## src/rtl/text_console_char_placer_unit_defines.svh

```systemverilog
// assertion helpers shared by the console modules
// every module that asserts has i_clk and active-low i_rst_n
`ifndef TEXT_CONSOLE_CHAR_PLACER_UNIT_DEFINES_SVH
`define TEXT_CONSOLE_CHAR_PLACER_UNIT_DEFINES_SVH

// same-cycle implication, checked outside reset
`define TCCP_ASSERT_NOW(label, ante, cons, msg) \
    label: assert property (@(posedge i_clk) disable iff (!i_rst_n) \
        (ante) |-> (cons)) else $error(msg);

// next-cycle implication, checked outside reset
`define TCCP_ASSERT_NEXT(label, ante, cons, msg) \
    label: assert property (@(posedge i_clk) disable iff (!i_rst_n) \
        (ante) |=> (cons)) else $error(msg);

`endif

```

## src/rtl/tccp_pkg.sv

```systemverilog
package tccp_pkg;

    // character codes
    localparam logic [7:0] BLANK_CODE   = 8'h20;
    localparam logic [7:0] NEWLINE_CODE = 8'h0A;

    // operation codes
    localparam logic OP_PUT  = 1'b0;
    localparam logic OP_READ = 1'b1;

    // controller states
    typedef enum logic [1:0] {
        S_CLEAR,
        S_IDLE,
        S_READ,
        S_BLANK
    } t_state;

    // controller to datapath
    typedef struct packed {
        logic do_put;
        logic do_read;
        logic load_read;
        logic clear_step;
        logic blank_step;
    } t_cmd;

    // datapath to controller
    typedef struct packed {
        logic out_free;
        logic item_read;
        logic item_scrolls;
        logic clear_last;
        logic blank_last;
    } t_status;

endpackage

```

## src/rtl/tccp_ctrl.sv

```systemverilog
`include "text_console_char_placer_unit_defines.svh"

module tccp_ctrl (
    input  logic              i_clk,
    input  logic              i_rst_n,
    input  logic              i_in_valid,
    output logic              o_in_ready,
    input  tccp_pkg::t_status i_status,
    output tccp_pkg::t_cmd    o_cmd
);

    tccp_pkg::t_state r_state;
    tccp_pkg::t_state n_state;
    logic             accept;

    // item taken only when idle and the result register can take its result
    assign accept = (r_state == tccp_pkg::S_IDLE) && i_in_valid && i_status.out_free;

    // state register, reset starts the clearing pass
    always_ff @(posedge i_clk) begin
        if (!i_rst_n) begin
            r_state <= tccp_pkg::S_CLEAR;
        end else begin
            r_state <= n_state;
        end
    end

    // next state
    always_comb begin
        n_state = r_state;
        unique case (r_state)
            tccp_pkg::S_CLEAR: begin
                if (i_status.clear_last) begin
                    n_state = tccp_pkg::S_IDLE;
                end
            end
            tccp_pkg::S_IDLE: begin
                if (accept) begin
                    if (i_status.item_read) begin
                        n_state = tccp_pkg::S_READ;
                    end else if (i_status.item_scrolls) begin
                        n_state = tccp_pkg::S_BLANK;
                    end
                end
            end
            tccp_pkg::S_READ: begin
                n_state = tccp_pkg::S_IDLE;
            end
            tccp_pkg::S_BLANK: begin
                if (i_status.blank_last) begin
                    n_state = tccp_pkg::S_IDLE;
                end
            end
            default: begin
                n_state = tccp_pkg::S_IDLE;
            end
        endcase
    end

    // commands
    always_comb begin
        o_cmd      = '0;
        o_in_ready = 1'b0;
        unique case (r_state)
            tccp_pkg::S_CLEAR: begin
                o_cmd.clear_step = 1'b1;
            end
            tccp_pkg::S_IDLE: begin
                o_in_ready    = i_status.out_free;
                o_cmd.do_put  = accept && !i_status.item_read;
                o_cmd.do_read = accept && i_status.item_read;
            end
            tccp_pkg::S_READ: begin
                o_cmd.load_read = 1'b1;
            end
            tccp_pkg::S_BLANK: begin
                o_cmd.blank_step = 1'b1;
            end
            default: begin
                o_cmd = '0;
            end
        endcase
    end

    `TCCP_ASSERT_NOW(a_single_cmd, 1'b1, ($onehot0({o_cmd.do_put, o_cmd.do_read, o_cmd.load_read, o_cmd.clear_step, o_cmd.blank_step})), "more than one datapath command at once")
    `TCCP_ASSERT_NEXT(a_scroll_blanks, (o_cmd.do_put && i_status.item_scrolls), (r_state == tccp_pkg::S_BLANK), "scrolling put did not start the row blank")
    `TCCP_ASSERT_NEXT(a_read_one_cycle, (r_state == tccp_pkg::S_READ), (r_state == tccp_pkg::S_IDLE), "read wait lasted more than one cycle")

endmodule

```

## config.mk

```make
export PLATFORM = sky130hd
export DESIGN_NAME = tccp_ctrl
export DESIGN_NICKNAME = d
export VERILOG_FILES = /design/src/rtl/tccp_pkg.sv /design/src/rtl/tccp_ctrl.sv
export VERILOG_INCLUDE_DIRS = /design/src /design/src/rtl
export SDC_FILE = /design/constraint.sdc
export NUM_CORES = 1
export LEC_CHECK = 0
export BUFFER_PORTS_ARGS = -buffer_cell sky130_fd_sc_hd__buf_4
export CELL_PAD_IN_SITES_DETAIL_PLACEMENT = 1
export CELL_PAD_IN_SITES_GLOBAL_PLACEMENT = 1
export CORE_AREA = 3 3 40 42
export DETAILED_ROUTE_END_ITERATION = 10
export DIE_AREA = 0 0 43 45
export PLACE_DENSITY = 0.39
export REMOVE_ABC_BUFFERS = 1
export SLEW_MARGIN = 25
export SYNTH_ARGS = -nofsm -noshare
export SYNTH_HDL_FRONTEND = slang
export SYNTH_SLANG_ARGS = --single-unit
```

## constraint.sdc

```tcl
create_clock -name i_clk -period 2.5 [get_ports i_clk]
set_input_delay 0.5 -clock i_clk [delete_from_list [all_inputs] [get_ports i_clk]]
set_output_delay 0.5 -clock i_clk [all_outputs]
set_load 0.005 [all_outputs]
```

==> report_table.html <==
<table>
<tr><th>Metric</th><th>Value</th></tr>
<tr><th colspan="2">Clocking</th></tr>
<tr><td>Clock latency on the worst-skew pair</td><td>approximately 0.22 ns</td></tr>
<tr><td>TritonCTS Buffers</td><td>3</td></tr>
<tr><td>Quantity of gates resized following cts</td><td>0</td></tr>
<tr><td>Clk buf depth</td><td>2</td></tr>
<tr><td>CTS Sinks</td><td>2</td></tr>
<tr><td>Total of hold buffers inserted after clock tree synthesis</td><td>0</td></tr>
<tr><td>CTS Root Cell</td><td>clkbuf_4</td></tr>
<tr><td>TritonCTS clock tree</td><td>done</td></tr>
<tr><td>Setup Fix Bufs, Post-CTS</td><td>0</td></tr>
<tr><td>Number of H-tree levels</td><td>1</td></tr>
<tr><td>Clock edge transition at the registers on the reported setup and hold paths</td><td>0.03 ns</td></tr>
<tr><th colspan="2">Drt</th></tr>
<tr><td>Total wire length after detailed routing</td><td>488 µm</td></tr>
<tr><td>Number of routed nets with antenna violations</td><td>0</td></tr>
<tr><td>Detailed-route DRC error count</td><td>0</td></tr>
<tr><td>Wirelength per Cell</td><td>approximately 10 µm</td></tr>
<tr><td>Length of the first detailed-routing pass in iterations</td><td>2</td></tr>
<tr><td>Via/cell ratio</td><td>~4</td></tr>
<tr><td>Via Count</td><td>187</td></tr>
<tr><td>DRC violation total after the first TritonRoute iteration</td><td>5</td></tr>
<tr><th colspan="2">Global routing</th></tr>
<tr><td>Total global routing overflow</td><td>0</td></tr>
<tr><td>Via count of the first global-routing pass</td><td>192</td></tr>
<tr><td>Total GRT Usage</td><td>0.0598</td></tr>
<tr><td>Global-route wire length before repair</td><td>807 µm</td></tr>
<tr><td>Maximum number of pins on one net before global-route repair</td><td>9</td></tr>
<tr><td>Number of antenna violations at the first check in global routing</td><td>0</td></tr>
<tr><th colspan="2">Synthesis</th></tr>
<tr><td>Compound-cell area share of the yosys netlist</td><td>0.182</td></tr>
<tr><td>Register area share after synthesis</td><td>0.323</td></tr>
<tr><td>Total standard cell area after synthesis</td><td>124 µm²</td></tr>
<tr><td>Seq cells post-synth</td><td>2</td></tr>
<tr><td>Share of synthesized cell area in and, or, nand and nor gates</td><td>0.495</td></tr>
<tr><td>Main combinational cell family by area after synthesis</td><td>simple AND/OR/NAND/NOR gates</td></tr>
<tr><td>Post-Synth Adder-Cell Area</td><td>0</td></tr>
<tr><td>Number of cells produced by synthesis</td><td>16</td></tr>
<tr><td>Post-synth cell types</td><td>10</td></tr>
<tr><td>Xor-xnor portion of the synthesized cell area</td><td>0</td></tr>
<tr><td>Synthesized area per cell</td><td>7.74 µm²</td></tr>
<tr><td>Portion of netlist area occupied by mux cells</td><td>0</td></tr>
<tr><td>Total number of yosys warnings</td><td>0</td></tr>
<tr><th colspan="2">Timing</th></tr>
<tr><td>Period utilisation layout</td><td>0.676</td></tr>
<tr><td>Sum of negative setup slack</td><td>0 ns</td></tr>
<tr><td>Slew HR</td><td>0.836</td></tr>
<tr><td>Setup repair after global routing missed its margin</td><td>no</td></tr>
<tr><td>Hold violation count in the final report</td><td>0</td></tr>
<tr><td>Transition time of the tightest slew-check pin</td><td>0.246 ns</td></tr>
<tr><td>Min Clock Period, post-route</td><td>1.69 ns</td></tr>
<tr><td>Highest clock frequency the design can meet</td><td>0.592 GHz</td></tr>
<tr><td>Number of pins exceeding their max-slew limit in the final report</td><td>0</td></tr>
<tr><td>Final number of setup-violating endpoints</td><td>0</td></tr>
<tr><td>Fin Hold WS</td><td>between 0.4 and 0.5 ns</td></tr>
<tr><td>Maximum clock skew at final layout</td><td>0.00297 ns</td></tr>
<tr><th colspan="2">Layout</th></tr>
<tr><td>Antenna fix cells</td><td>0</td></tr>
<tr><td>Flip-flop count of the largest register, all copies and words added</td><td>2</td></tr>
<tr><td>Top register by number of flip-flops</td><td>r_state</td></tr>
<tr><td>Post-route cell area</td><td>around 260 µm²</td></tr>
<tr><td>Commonest cells after routing, fill and taps aside</td><td>buf_4, nor2_1, clkbuf_4</td></tr>
<tr><td>Most common cell after layout, fill and taps aside</td><td>buf_4</td></tr>
<tr><td>Share of post-route cells with drive strength above 1</td><td>0.500</td></tr>
<tr><td>Layout net count</td><td>42</td></tr>
<tr><td>Regs by FF count</td><td>r_state: 2 flops</td></tr>
<tr><td>Area delta synth-&gt;final</td><td>112%</td></tr>
<tr><td>Utilization of the core after routing</td><td>0.204</td></tr>
<tr><th colspan="2">Setup path</th></tr>
<tr><td>Capturing element type of the critical path</td><td>output port</td></tr>
<tr><td>Worst setup path end</td><td>o_cmd[3]</td></tr>
<tr><td>Worst R2R Start</td><td>r_state[0]$_SDFFE_PN0P_</td></tr>
<tr><td>Kind of cell adding the most delay to the critical path</td><td>flip-flops</td></tr>
<tr><td>Startpoint types</td><td>register</td></tr>
<tr><td>Number of cells traversed by the worst register-to-register path</td><td>2</td></tr>
<tr><td>Buf+Inv Stages, Crit Path</td><td>1</td></tr>
<tr><td>Critical Path AT</td><td>roughly 1.2 ns</td></tr>
<tr><td>Register-to-register setup slack</td><td>roughly 1.6 ns</td></tr>
<tr><td>Startpoint of the worst setup timing path</td><td>r_state[1]$_SDFFE_PN0P_</td></tr>
<tr><td>Series of cell instances along the critical path</td><td>and4b_1 &gt; and2_1 &gt; buf_4</td></tr>
<tr><td>CP max stage delay</td><td>0.44 ns</td></tr>
<tr><td>Worst-path cell with the longest stage delay</td><td>dfxtp_1</td></tr>
<tr><td>Endpoint required time on the critical path</td><td>roughly 2.0 ns</td></tr>
<tr><td>Critical path type</td><td>reg2out</td></tr>
<tr><td>CP Max Fanout</td><td>8</td></tr>
<tr><td>Number of gates on the worst path with buffers counted</td><td>3</td></tr>
<tr><td>Critical register-to-register path endpoint</td><td>r_state[0]$_SDFFE_PN0P_</td></tr>
<tr><th colspan="2">Floorplan</th></tr>
<tr><td>Row cnt</td><td>13</td></tr>
<tr><td>Initial Utilization</td><td>0.0964</td></tr>
<tr><td>Die Y-Extent</td><td>45 µm</td></tr>
<tr><td>Core box area</td><td>1280 µm²</td></tr>
<tr><td>Die Footprint</td><td>1940 µm²</td></tr>
<tr><td>Number of primary I/O pins</td><td>14</td></tr>
<tr><td>Horizontal die dimension</td><td>43 µm</td></tr>
<tr><th colspan="2">Power</th></tr>
<tr><td>Static leakage power</td><td>~0.13 nW</td></tr>
<tr><td>Maximum ir drop on the vdd rail</td><td>109 µV</td></tr>
<tr><td>Power density normalized to cell area</td><td>494 nW/µm²</td></tr>
<tr><th colspan="2">Hold path</th></tr>
<tr><td>Class of the worst hold path</td><td>in2reg</td></tr>
<tr><th colspan="2">Run</th></tr>
<tr><td>Max-cap violations</td><td>0</td></tr>
<tr><th colspan="2">Placed design</th></tr>
<tr><td>Number of buffer cells added on primary ports</td><td>13</td></tr>
<tr><td>Instance area after placement</td><td>240 µm²</td></tr>
<tr><td>Final weighted congestion of routability-driven global placement</td><td>0.700</td></tr>
<tr><th colspan="2">Outcome</th></tr>
<tr><td>Run status</td><td>finished clean</td></tr>
</table>
synthesized netlist by cell type:
cell type	number	share of area
nor2_1	3	0.091
and2_1	2	0.10
dfxtp_1	2	0.32
nand4b_1	2	0.14
o21ai_0	2	0.081
a21oi_1	1	0.040
and4b_1	1	0.081
nand2_1	1	0.030
nor2b_1	1	0.051
o31ai_1	1	0.061
layer usage:
metal  track usage  wire length [µm]  vias up
li1              -                 -       92
met1        0.0574               204       86
met2        0.0958               244        9
met3        0.0398                40        0
met4        0.0361                 0        0
met5             0                 0        -
where the power goes:
| part | internal (mW) | switching, mW |
|---|---|---|
| combinational | 0.0140 | 0.00733 |
| sequential | 0.0339 | 0.00321 |
| clock | 0.0530 | 0.0185 |
cells by family after synthesis:
| group | count (synthesis) |
|---|---|
| compound gates | 4 |
| flops | 2 |
| simple gates | 10 |
cell type report:
cell class / count / area, µm²
clock buffers: 3 / 22.5
fillers: 160 / 1020
multi-input cells: 14 / 83.8
repair buffers: 13 / 97.6
flip-flops and latches: 2 / 40.0
well taps: 15 / 18.8
how the worst min path moves through the flow:
stage                                  startpoint  cells after the start  slack (ns)                      end
after CTS                             i_status[3]                      2        0.47  r_state[0]$_SDFFE_PN0P_
after global routing                  i_status[3]                      2        0.47  r_state[0]$_SDFFE_PN0P_
after floorplan           r_state[1]$_SDFFE_PN0P_                      2        0.53  r_state[1]$_SDFFE_PN0P_
final                                 i_status[3]                      2        0.48  r_state[0]$_SDFFE_PN0P_
after global placement    r_state[1]$_SDFFE_PN0P_                      2        0.60  r_state[1]$_SDFFE_PN0P_
after detailed placement  r_state[1]$_SDFFE_PN0P_                      2        0.61  r_state[1]$_SDFFE_PN0P_
per-stage QoR:
step | std cells | power, mW | worst slack [ns]
floorplan | 16 | 0.0422 | 1.16
global placement | 44 | 0.0585 | 0.885
detailed placement | 44 | 0.0590 | 0.896
CTS | 47 | 0.134 | 0.795
global route | 47 | 0.144 | 0.729
finish | 47 | 0.130 | 0.811
Note: power is estimated with default switching activity, not from simulation.
